[config.mk]
export PLATFORM = sky130hd
export DESIGN_NAME = dimmer_command_engine_core
export DESIGN_NICKNAME = d
export VERILOG_FILES = /design/src/rtl/dce_pkg.sv /design/src/rtl/dce_ram.sv /design/src/rtl/dimmer_command_engine_core.sv
export SDC_FILE = /design/constraint.sdc
export NUM_CORES = 2
export LEC_CHECK = 0
export BUFFER_PORTS_ARGS = -buffer_cell sky130_fd_sc_hd__clkbuf_2
export CAP_MARGIN = 10
export CORE_MARGIN = 5
export CORE_UTILIZATION = 60
export CTS_BUF_LIST = sky130_fd_sc_hd__clkbuf_4 sky130_fd_sc_hd__clkbuf_8
export DETAILED_ROUTE_END_ITERATION = 10
export PLACE_DENSITY = 0.77
export SYNTH_ARGS = -nofsm -noshare
export SYNTH_HDL_FRONTEND = slang
export SYNTH_SLANG_ARGS = --single-unit
[constraint.sdc]
create_clock -name clk -period 16.4 [get_ports clk]
set_clock_uncertainty 0.1 [all_clocks]
set_input_delay 3.28 -clock clk [delete_from_list [all_inputs] [get_ports clk]]
set_output_delay 3.28 -clock clk [all_outputs]
set_load 0.02 [all_outputs]
[src/rtl/dce_pkg.sv]
// Shared constants, command codes and helper functions of the dimmer command engine.
// Depends on nothing; used by the core.
`default_nettype none
package dce_pkg;

  localparam logic [7:0] CMD_GRP_EDIT  = 8'd9;
  localparam logic [7:0] CMD_SET_SHORT = 8'd34;
  localparam logic [7:0] CMD_LOAD_DTR  = 8'd35;
  localparam logic [7:0] CMD_STORE_DTR = 8'd36;
  localparam logic [7:0] CMD_QRY_DTR   = 8'd37;
  localparam logic [7:0] CMD_READ_NV   = 8'd38;
  localparam logic [7:0] CMD_QRY_LEVEL = 8'd39;
  localparam logic [7:0] CMD_SET_MAX   = 8'd42;
  localparam logic [7:0] CMD_SET_MIN   = 8'd43;
  localparam logic [7:0] CMD_SET_FADE  = 8'd47;
  localparam logic [7:0] CMD_SET_ZONE  = 8'd49;
  localparam logic [7:0] CMD_QRY_GLO   = 8'd50;
  localparam logic [7:0] CMD_QRY_GHI   = 8'd51;
  localparam logic [7:0] CMD_QRY_VER   = 8'd52;
  localparam logic [7:0] CMD_DIRECT    = 8'd201;
  localparam logic [7:0] CMD_MAX       = 8'd208;
  localparam logic [7:0] CMD_OFF       = 8'd212;
  localparam logic [7:0] CMD_DOWN_A    = 8'd216;
  localparam logic [7:0] CMD_DOWN_B    = 8'd241;
  localparam logic [7:0] CMD_UP_A      = 8'd220;
  localparam logic [7:0] CMD_UP_B      = 8'd240;
  localparam logic [7:0] CMD_SCENE_GO  = 8'd231 + 8'd3;
  localparam logic [7:0] CMD_SCENE_PUT = 8'd231;

  // store entries mirrored in registers, then the scene base and the scene count
  localparam logic [7:0] NV_LEVEL  = 8'd0;
  localparam logic [7:0] NV_MIN    = 8'd2;
  localparam logic [7:0] NV_MAX    = 8'd3;
  localparam logic [7:0] NV_FADE   = 8'd4;
  localparam logic [7:0] NV_SHORT  = 8'd6;
  localparam logic [7:0] NV_GRP_LO = 8'd7;
  localparam logic [7:0] NV_GRP_HI = 8'd8;
  localparam logic [7:0] NV_SCENE  = 8'd9;
  localparam logic [7:0] NV_ZONE   = 8'd32;
  localparam logic [7:0] NUM_SCENES = 8'd17;

  localparam logic [9:0] PWM_CAP = 10'd1020;

  // factory image of the store
  function automatic logic [7:0] factory_image(input logic [6:0] idx);
    logic [7:0] v;
    unique case (idx)
      7'd0:  v = 8'd100;
      7'd1:  v = 8'd50;
      7'd2:  v = 8'd0;
      7'd3:  v = 8'd100;
      7'd4:  v = 8'd5;
      7'd5:  v = 8'd6;
      7'd6:  v = 8'd1;
      7'd7:  v = 8'd1;
      7'd8:  v = 8'd0;
      7'd9:  v = 8'd6;
      7'd10: v = 8'd7;
      7'd11: v = 8'd8;
      7'd32: v = 8'd210;
      default: v = 8'hFF;
    endcase
    return v;
  endfunction

  // piecewise level to PWM map, level first limited to the maximum
  function automatic logic [9:0] level_to_power(input logic [7:0] p_in,
                                                input logic [7:0] maxl);
    logic [7:0]  p;
    logic [11:0] v;
    p = (p_in > maxl) ? maxl : p_in;
    if (p < 8'd10)      v = {4'd0, p};
    else if (p < 8'd30) v = 12'd10 + {3'd0, p - 8'd10, 1'b0};
    else if (p < 8'd60) v = 12'd50 + 12'({4'd0, p - 8'd30} * 12'd5);
    else                v = 12'd195 + 12'({4'd0, p - 8'd60} * 12'd10);
    if (v > {2'd0, PWM_CAP}) v = {2'd0, PWM_CAP};
    return v[9:0];
  endfunction

endpackage
`default_nettype wire

[src/rtl/dce_ram.sv]
// Generic single write port, single read port RAM with registered read.
// Depends on nothing.
`default_nettype none
module dce_ram #(
  parameter int WIDTH = 8,
  parameter int DEPTH = 33
) (
  input  wire logic                     clk,
  input  wire logic                     we,
  input  wire logic [$clog2(DEPTH)-1:0] waddr,
  input  wire logic [WIDTH-1:0]         wdata,
  input  wire logic [$clog2(DEPTH)-1:0] raddr,
  output logic [WIDTH-1:0]              rdata
);
  logic [WIDTH-1:0] mem [DEPTH];

  always_ff @(posedge clk) begin
    if (we) begin
      mem[waddr] <= wdata;
    end
    rdata <= mem[raddr];
  end
endmodule
`default_nettype wire

[src/rtl/dimmer_command_engine_core.sv]
// Dimmer command engine: frame address match, command execution, fade ramp.
// Flow: a request is taken in S_IDLE and its fields are registered; in S_EXEC the store
// RAM read is used and the result is registered once the result side is free.
// No new request is taken until the previous result has been registered.
// Reset: synchronous; after rst falls the store is loaded with its factory image,
// one entry a cycle until all STORE_DEPTH entries are written, during which no request is taken.
// Depends on dce_pkg and dce_ram.
`default_nettype none
module dimmer_command_engine_core
  import dce_pkg::*;
#(
  parameter int STORE_DEPTH = 33
) (
  input  wire logic        clk,
  input  wire logic        rst,
  input  wire logic        s_tvalid,
  output logic             s_tready,
  input  wire logic [31:0] s_tdata,  // address[7:0], command[15:8], data_byte[23:16], has_data[24]
  input  wire logic        s_tuser,  // kind
  output logic             m_tvalid,
  input  wire logic        m_tready,
  output logic [31:0]      m_tdata   // accepted[0], reply_valid[1], reply_address[9:2],
                                     // reply_value[17:10], pwm_level[27:18], lamp_lit[28]
);
  localparam int AW = $clog2(STORE_DEPTH);

  typedef enum logic [1:0] {S_FILL, S_IDLE, S_EXEC} state_t;
  state_t state;

  // Reads of entries 0, 2, 3, 4, 6, 7, 8 and 32 come from the registers below;
  // reads of the rest (scenes and spare bytes) come from the RAM.
  logic [7:0]  min_level, max_level, fade_rate, short_address, zone_address;
  logic [15:0] group_mask;
  logic [7:0]  level, dtr, fade_count, last_data;
  logic        lit_flag, dtr_armed;
  logic [9:0]  target_power, current_power;

  logic [AW-1:0] fill_idx;
  logic          kind_q;
  logic [7:0]    addr_q, cmd_q, d_q;
  logic [AW-1:0] rd_addr;

  // request decode
  logic [7:0]    in_addr, in_cmd, in_d;
  logic [8:0]    in_rd_full;
  logic [AW-1:0] in_rd_addr;
  logic          take;

  assign s_tready   = (state == S_IDLE);
  assign take       = s_tvalid && s_tready;
  assign in_addr    = s_tdata[7:0];
  assign in_cmd     = s_tdata[15:8];
  assign in_d       = s_tdata[24] ? s_tdata[23:16] : last_data;
  assign in_rd_full = (in_cmd == CMD_SCENE_GO) ? {1'b0, in_d} + {1'b0, NV_SCENE}
                                               : {1'b0, in_d};
  assign in_rd_addr = in_rd_full[AW-1:0];

  // store RAM
  logic          ram_we;
  logic [AW-1:0] ram_waddr, ram_raddr;
  logic [7:0]    ram_wdata, ram_rdata;

  assign ram_raddr = s_tready ? in_rd_addr : rd_addr;

  dce_ram #(.WIDTH(8), .DEPTH(STORE_DEPTH)) u_store (
    .clk   (clk),
    .we    (ram_we),
    .waddr (ram_waddr),
    .wdata (ram_wdata),
    .raddr (ram_raddr),
    .rdata (ram_rdata)
  );

  // command execution
  logic [7:0]  min_next, max_next, fade_next, short_next, zone_next;
  logic [15:0] group_next;
  logic [7:0]  level_next, dtr_next, fcount_next;
  logic        lit_next, dtr_armed_next, match, rv;
  logic [7:0]  rval, nv_rd;
  logic [9:0]  target_next, current_next;
  logic        ex_we;
  logic [AW-1:0] ex_waddr;
  logic [7:0]  ex_wdata;
  logic [8:0]  scene_full;
  logic        commit;

  assign scene_full = {1'b0, d_q} + {1'b0, NV_SCENE};
  assign commit     = (state == S_EXEC) && (!m_tvalid || m_tready);

  // store read with mirrored entries taken from their registers
  always_comb begin
    unique case (d_q)
      NV_LEVEL:  nv_rd = level;
      NV_MIN:    nv_rd = min_level;
      NV_MAX:    nv_rd = max_level;
      NV_FADE:   nv_rd = fade_rate;
      NV_SHORT:  nv_rd = short_address;
      NV_GRP_LO: nv_rd = group_mask[7:0];
      NV_GRP_HI: nv_rd = group_mask[15:8];
      NV_ZONE:   nv_rd = zone_address;
      default:   nv_rd = ram_rdata;
    endcase
  end

  always_comb begin
    min_next = min_level;   max_next = max_level;     fade_next = fade_rate;
    short_next = short_address; zone_next = zone_address; group_next = group_mask;
    level_next = level;     dtr_next = dtr;           fcount_next = fade_count;
    lit_next = lit_flag;    dtr_armed_next = dtr_armed;
    target_next = target_power; current_next = current_power;
    match = 1'b0; rv = 1'b0; rval = 8'd0;
    ex_we = 1'b0; ex_waddr = d_q[AW-1:0]; ex_wdata = dtr;

    if (kind_q) begin
      // fade tick: count down, step toward target at zero
      if (fade_count != 8'd0) begin
        fcount_next = fade_count - 8'd1;
      end else begin
        fcount_next = fade_rate;
        if (current_power < target_power)      current_next = current_power + 10'd1;
        else if (current_power > target_power) current_next = current_power - 10'd1;
      end
    end else begin
      match = (addr_q == 8'hFF) || (addr_q == short_address) || (addr_q == zone_address)
           || ((addr_q[7:4] == 4'hC) && group_mask[addr_q[3:0]]);
      if (match) begin
        unique case (cmd_q)
          CMD_DIRECT: begin
            if (d_q > max_level)      level_next = max_level;
            else if (d_q < min_level) level_next = min_level;
            else                      level_next = d_q;
            target_next = level_to_power(level_next, max_level);
            lit_next = 1'b1;
          end
          CMD_MAX: begin
            level_next = max_level;
            target_next = level_to_power(max_level, max_level);
            lit_next = 1'b1;
          end
          CMD_OFF: begin
            level_next = 8'd0;
            target_next = level_to_power(min_level, max_level);
            lit_next = 1'b0;
          end
          CMD_DOWN_A, CMD_DOWN_B: begin
            if (lit_flag && level > min_level) begin
              level_next = level - 8'd1;
              target_next = level_to_power(level_next, max_level);
            end
          end
          CMD_UP_A, CMD_UP_B: begin
            if (lit_flag && level < max_level) begin
              level_next = level + 8'd1;
              target_next = level_to_power(level_next, max_level);
            end
          end
          CMD_SCENE_GO: begin
            if (d_q < NUM_SCENES) begin
              if (ram_rdata <= min_level) begin
                level_next = 8'd0;
                target_next = level_to_power(min_level, max_level);
                lit_next = 1'b0;
              end else begin
                level_next = ram_rdata;
                target_next = level_to_power(ram_rdata, max_level);
                lit_next = 1'b1;
              end
            end
          end
          CMD_SCENE_PUT: begin
            if (d_q < NUM_SCENES) begin
              ex_we = 1'b1;
              ex_waddr = scene_full[AW-1:0];
              ex_wdata = level;
            end
          end
          CMD_GRP_EDIT: begin
            group_next[d_q[3:0]] = d_q[4];
          end
          CMD_SET_SHORT: begin
            if (d_q < 8'd64) short_next = d_q;
          end
          CMD_LOAD_DTR: begin
            dtr_next = d_q;
            dtr_armed_next = 1'b1;
          end
          CMD_STORE_DTR: begin
            if (dtr_armed && ({1'b0, d_q} < 9'(STORE_DEPTH))) begin
              dtr_armed_next = 1'b0;
              ex_we = 1'b1;
              // mirrored entries also take the value in their registers, except the level entry
              unique case (d_q)
                NV_MIN:    min_next = dtr;
                NV_MAX:    max_next = dtr;
                NV_FADE:   fade_next = dtr;
                NV_SHORT:  short_next = dtr;
                NV_GRP_LO: group_next[7:0] = dtr;
                NV_GRP_HI: group_next[15:8] = dtr;
                NV_ZONE:   zone_next = dtr;
                default:   ;
              endcase
            end
          end
          CMD_QRY_DTR: begin
            rv = 1'b1; rval = dtr;
          end
          CMD_READ_NV: begin
            if ({1'b0, d_q} < 9'(STORE_DEPTH)) dtr_next = nv_rd;
          end
          CMD_QRY_LEVEL: begin
            rv = 1'b1; rval = level;
          end
          CMD_SET_ZONE: begin
            if (d_q >= 8'd208 && d_q <= 8'd223) zone_next = d_q;
          end
          CMD_QRY_GLO: begin
            rv = 1'b1; rval = group_mask[7:0];
          end
          CMD_QRY_GHI: begin
            rv = 1'b1; rval = group_mask[15:8];
          end
          CMD_SET_MAX:  max_next = d_q;
          CMD_SET_MIN:  min_next = d_q;
          CMD_SET_FADE: fade_next = d_q;
          CMD_QRY_VER: begin
            rv = 1'b1; rval = 8'd1;
          end
          default: ;
        endcase
      end
    end
  end

  // RAM write: factory image during fill, command write-back otherwise
  always_comb begin
    if (state == S_FILL) begin
      ram_we    = 1'b1;
      ram_waddr = fill_idx;
      ram_wdata = factory_image(7'(fill_idx));
    end else begin
      ram_we    = ex_we && commit;
      ram_waddr = ex_waddr;
      ram_wdata = ex_wdata;
    end
  end

  always_ff @(posedge clk) begin
    if (rst) begin
      state <= S_FILL;
      fill_idx <= '0;
      m_tvalid <= 1'b0;
      min_level <= 8'd0;     max_level <= 8'd100;    fade_rate <= 8'd5;
      short_address <= 8'd1; zone_address <= 8'd210; group_mask <= 16'd1;
      level <= 8'd100;       lit_flag <= 1'b1;       dtr <= 8'd0;
      dtr_armed <= 1'b0;     target_power <= 10'd595; current_power <= 10'd595;
      fade_count <= 8'd5;    last_data <= 8'd0;
    end else begin
      // raise the result on commit, drop it once taken
      if (commit) m_tvalid <= 1'b1;
      else if (m_tready) m_tvalid <= 1'b0;
      unique case (state)
        S_FILL: begin
          fill_idx <= fill_idx + 1'b1;
          if (fill_idx == AW'(STORE_DEPTH - 1)) state <= S_IDLE;
        end
        S_IDLE: begin
          if (take) begin
            kind_q  <= s_tuser;
            addr_q  <= in_addr;
            cmd_q   <= in_cmd;
            d_q     <= in_d;
            rd_addr <= in_rd_addr;
            if (!s_tuser) last_data <= in_d;
            state <= S_EXEC;
          end
        end
        S_EXEC: begin
          if (commit) begin
            min_level <= min_next;  max_level <= max_next;   fade_rate <= fade_next;
            short_address <= short_next; zone_address <= zone_next;
            group_mask <= group_next; level <= level_next;   lit_flag <= lit_next;
            dtr <= dtr_next;        dtr_armed <= dtr_armed_next;
            target_power <= target_next; current_power <= current_next;
            fade_count <= fcount_next;
            m_tdata  <= {3'd0, lit_next, current_next, rval,
                         (rv ? short_next : 8'd0), rv, match};
            state <= S_IDLE;
          end
        end
        default: state <= S_FILL;
      endcase
    end
  end

  // the driven PWM value never leaves the mapped range
  assert property (@(posedge clk) disable iff (rst) current_power <= PWM_CAP)
    else $error("pwm value above cap");
  // no request is taken while the store image is loading
  assert property (@(posedge clk) disable iff (rst) (state == S_FILL) |-> !s_tready)
    else $error("request taken during fill");
  // a reply only comes with an accepted frame
  assert property (@(posedge clk) disable iff (rst) (commit && rv) |-> match)
    else $error("reply without address match");
  // a result follows every taken request
  assert property (@(posedge clk) disable iff (rst) commit |=> m_tvalid)
    else $error("result lost");

endmodule
`default_nettype wire
==> metrics.txt <==
# TYPE chip_impl_metric gauge
chip_impl_metric{name="grt_pass1_vias",unit=""} 30374
chip_impl_metric{name="tritoncts_num_sinks",unit=""} 459
chip_impl_info{name="dominant_register_cell_in_the_synthesized_netlist",value="edfxtp_1"} 1
chip_impl_metric{name="ys_ff_latch",unit=""} 459
chip_impl_info{name="regToRegStartpoint",value="level[1]$_SDFFE_PP0P_"} 1
chip_impl_info{name="rsz_0062_raised_after_global_routing",value="no"} 1
chip_impl_info{name="critical-path-top-cell-by-count",value="ha_1"} 1
chip_impl_metric{name="floorplan.die_area",unit="µm²"} 64890
chip_impl_metric{name="grt_overflow",unit=""} 0
chip_impl_metric{name="measured_slew_at_the_worst_slew_check_pin",unit="ns"} 1.324
chip_impl_metric{name="netlist_instances",unit=""} 4028
chip_impl_metric{name="clockPowerShare",unit=""} 0.433
chip_impl_info{name="hp-class",value="flip-flop to flip-flop"} 1
chip_impl_metric{name="die_h",unit="µm"} 254.7
chip_impl_metric{name="maxSlewHeadroom",unit=""} 0.09424
chip_impl_metric{name="finalCoreUtilization",unit=""} 0.6494
chip_impl_metric{name="synth-async-reset-ratio",unit=""} 0
chip_impl_metric{name="post-cts-setup-buffers",unit=""} 0
chip_impl_metric{name="syn_area_per_cell",unit="µm²"} 8.921
chip_impl_metric{name="worst_vdd_ir",unit="µV"} 84.19
chip_impl_metric{name="p_leak",unit="nW"} 14.58
chip_impl_metric{name="netSwitchingPower",unit="mW"} 0.5333
chip_impl_metric{name="synth.distinct_cells",unit=""} 111
chip_impl_info{name="netlist_top_cells_area",value="edfxtp_1 (27%), ha_1 (11%), dfxtp_1 (7.5%), nand2_1 (4.6%), a21oi_1 (4.2%)"} 1
chip_impl_metric{name="syn_area",unit="µm²"} 35940
chip_impl_metric{name="post_route_cells_drive_above_1_share",unit=""} 0.08905
chip_impl_info{name="outcome",value="completed"} 1
chip_impl_metric{name="power.density",unit="nW/µm²"} 61.13
chip_impl_metric{name="netSwitchingFraction",unit=""} 0.2272
chip_impl_metric{name="wirelength",unit="µm"} 111800
chip_impl_metric{name="firstDrtPassIters",unit=""} 8
chip_impl_metric{name="top_level_ports",unit=""} 71
chip_impl_metric{name="final_nets",unit=""} 4368
chip_impl_info{name="critical_path.startpoint_type",value="flip-flop"} 1
chip_impl_metric{name="wl_per_cell",unit="µm"} 23.09
chip_impl_metric{name="core_area",unit="µm²"} 59130
chip_impl_metric{name="timing.critical_path.slowest_cell_delay",unit="ns"} 1.17
chip_impl_info{name="crit_path_capture_type",value="flip-flop"} 1
chip_impl_metric{name="synthToLayoutAreaGrowth",unit="%"} 6.856
chip_impl_metric{name="detail_route.drc_violations",unit=""} 0
chip_impl_info{name="cell_type_with_the_highest_aggregate_area_in_the_netlist",value="edfxtp_1"} 1
chip_impl_metric{name="clk-insertion-delay-late",unit="ns"} 0.68
chip_impl_info{name="timing.hold.worst.start",value="u_store.mem[32][1]$_DFFE_PP_"} 1
chip_impl_metric{name="ctsLongestPathBuffers",unit=""} 3
chip_impl_metric{name="initial_antenna_violation_count",unit=""} 3
chip_impl_metric{name="final-instance-count-excl-fill",unit=""} 4841
chip_impl_metric{name="num_rows",unit=""} 89
chip_impl_info{name="tritoncts",value="done"} 1
chip_impl_metric{name="drv_slew",unit=""} 0
chip_impl_metric{name="finalHoldViolCount",unit=""} 0
chip_impl_info{name="worst-setup-path-type",value="flip-flop to flip-flop"} 1
chip_impl_metric{name="place_area",unit="µm²"} 36870
chip_impl_metric{name="synth_enable_flop_cells",unit=""} 324
chip_impl_metric{name="dp.cells",unit=""} 4701
chip_impl_metric{name="postRouteAntennaNets",unit=""} 0
chip_impl_metric{name="p_comb_frac",unit=""} 0.028
chip_impl_metric{name="worst_setup_hold_path_clk_slew",unit="ns"} 0.06
chip_impl_info{name="crit_slowest_cell",value="a2111oi_0"} 1
chip_impl_metric{name="synth_largest_type_area_fraction",unit=""} 0.2707
chip_impl_metric{name="pre_cts_slack",unit="ns"} 6.984
chip_impl_metric{name="worst_ep_arrival_time",unit="ns"} 10.26
chip_impl_metric{name="gr-usage-all-layers",unit=""} 0.3318
chip_impl_metric{name="post-route-min-period",unit="ns"} 9.827
chip_impl_metric{name="port_buffers",unit=""} 60
chip_impl_metric{name="totalPowerFinal",unit="mW"} 2.347
chip_impl_metric{name="die_w",unit="µm"} 254.7
chip_impl_metric{name="timing.final.crit_share",unit=""} 0.5992
chip_impl_metric{name="grt_start_max_net_pins",unit=""} 93
chip_impl_metric{name="reg2reg_setup_slack",unit="ns"} 6.57
chip_impl_metric{name="route.vias.total",unit=""} 32318
chip_impl_metric{name="grt_first_pass_wirelength",unit="µm"} 170800
chip_impl_metric{name="crit_required",unit="ns"} 16.83
chip_impl_metric{name="placed_wire_length_estimate_after_detailed_placement",unit="µm"} 78800
chip_impl_metric{name="initial_core_util",unit=""} 0.6077
chip_impl_metric{name="timing.fmax",unit="MHz"} 101.8
chip_impl_metric{name="report.final.setup_viol",unit=""} 0
chip_impl_metric{name="detail_route.iter0.violations",unit=""} 3924
chip_impl_info{name="hold_path_end",value="u_store.rdata[1]$_DFF_P_"} 1
chip_impl_metric{name="whs_path_depth",unit=""} 2
chip_impl_metric{name="drv.max_cap_violation_count",unit=""} 0
chip_impl_metric{name="holdBufCountCts",unit=""} 0
chip_impl_metric{name="power.share.sequential",unit=""} 0.539
chip_impl_metric{name="timing.reg2reg.worst_path_depth",unit=""} 27
chip_impl_metric{name="post_drt_via_cell_ratio",unit=""} 6.676
chip_impl_metric{name="place_congestion",unit=""} 1.019
chip_impl_metric{name="cts_made_buffers",unit=""} 74
chip_impl_metric{name="totalNegativeSetupSlack",unit="ns"} 0
chip_impl_metric{name="final_area",unit="µm²"} 38400
chip_impl_metric{name="fin_worst_hold_slack",unit="ns"} 0.3443
chip_impl_metric{name="crit_fanout",unit=""} 18
chip_impl_info{name="clock_tree.root_cell",value="clkbuf_8"} 1
chip_impl_metric{name="worst_path_setup_slack_after_routing",unit="ns"} 6.573
chip_impl_metric{name="cts.repair.resized",unit=""} 0
chip_impl_metric{name="yosys_warnings",unit=""} 0
chip_impl_info{name="rr_endpoint",value="target_power[3]$_SDFFE_PP0P_"} 1
chip_impl_metric{name="clock_tree.htree_level_count",unit=""} 3
chip_impl_metric{name="ys_seq_area_frac",unit=""} 0.3459
chip_impl_metric{name="internal_power",unit="mW"} 1.814
[layer usage]
layer,global-route usage,wire length (µm)
met5,0,14
met2,0.5222,49850
met4,0.1528,5814
met1,0.4456,44390
met3,0.06527,11690
[Yosys cell counts, drive strengths merged, types with 49 or more instances]
master / n
a211oi: 176
a21o: 52
a21oi: 307
a311oi: 49
a31oi: 61
and2: 96
clkbuf: 190
dfxtp: 135
edfxtp: 324
ha: 308
inv: 141
mux2i: 101
nand2: 436
nand3: 91
nor2: 332
nor3: 69
o21ai: 190
xnor2: 127
xor2: 113
[logic make-up (layout without fill, tap and decap cells)]
group | count (synthesis) | after routing | share of synthesized area
adder cells (fa/ha/maj) | 327 | 327 | 0.1175
AND/OR/NAND/NOR | 1303 | 1303 | 0.1730
multiplexers | 129 | 129 | 0.03900
XOR/XNOR | 241 | 241 | 0.05933
other | 1 | 6 | 0.0001044
flip-flops | 459 | 459 | 0.3459
AO/OA/AOI/OAI | 1195 | 1195 | 0.2242
buffers and inverters | 373 | 408 | 0.04084
[how the worst max path moves through the flow]
stage	to	startpoint	slack (ns)
3_3_place_gp	target_power[3]$_SDFFE_PP0P_	level[1]$_SDFFE_PP0P_	7.03
2_1_floorplan	target_power[0]$_SDFFE_PP1P_	level[0]$_SDFFE_PP0P_	8.23
4_1_cts	target_power[2]$_SDFFE_PP0P_	max_level[3]$_SDFFE_PP0P_	6.98
6_report	target_power[3]$_SDFFE_PP0P_	level[1]$_SDFFE_PP0P_	6.57
3_5_place_dp	target_power[2]$_SDFFE_PP0P_	max_level[3]$_SDFFE_PP0P_	6.98
5_1_grt	target_power[2]$_SDFFE_PP0P_	max_level[3]$_SDFFE_PP0P_	6.34
[cell type report]
cell class | instances | area [µm²]
timing repair buffer | 126 | 795.8
fill | 4904 | 20730
multi-input combinational | 3198 | 22130
antenna | 3 | 7.507
inverter | 146 | 548.0
tap | 773 | 967.2
clock inverter | 34 | 279.0
sequential | 459 | 12430
clock buffer | 102 | 1241
[layout by cell type (no fill, tap or decap), types with 112 or more instances in the layout]
| cell | count |
|---|---|
| inv_1 | 139 |
| dfxtp_1 | 135 |
| a21oi_1 | 304 |
| nand2_1 | 435 |
| o21ai_0 | 173 |
| a211oi_1 | 174 |
| xor2_1 | 112 |
| nor2_1 | 325 |
| edfxtp_1 | 324 |
| xnor2_1 | 127 |
| ha_1 | 308 |
[worst max-delay path, delay by kind of cell, from the launching register on]
family	cells	cell delay [ns]
AND/OR/NAND/NOR	4	0.76
multiplexers	3	1.00
AO/OA/AOI/OAI	11	3.78
XOR/XNOR	1	0.26
flip-flops	1	0.95
adder cells (fa/ha/maj)	5	2.03
buffers and inverters	3	0.81
[power by group through the flow]
stage	combinational [mW]	sequential, mW	clock [mW]
floorplan	0.0380	1.29	0
global placement	0.0630	1.29	0
detailed placement	0.0644	1.29	0
CTS	0.0646	1.26	1.03
global route	0.0720	1.27	1.08
finish	0.0655	1.26	1.02
[registers in the layout, indices dropped and copies added, names as in the netlist, 2 cells and up, named ones only]
signal,count
u_store.mem,264
m_tdata,29
group_mask,16
current_power,10
target_power,10
addr_q,8
cmd_q,8
d_q,8
dtr,8
fade_count,8
fade_rate,8
last_data,8
level,8
max_level,8
min_level,8
short_address,8
u_store.rdata,8
zone_address,8
fill_idx,6
rd_addr,6
state,2
Note: power is estimated with default switching activity, not from simulation.
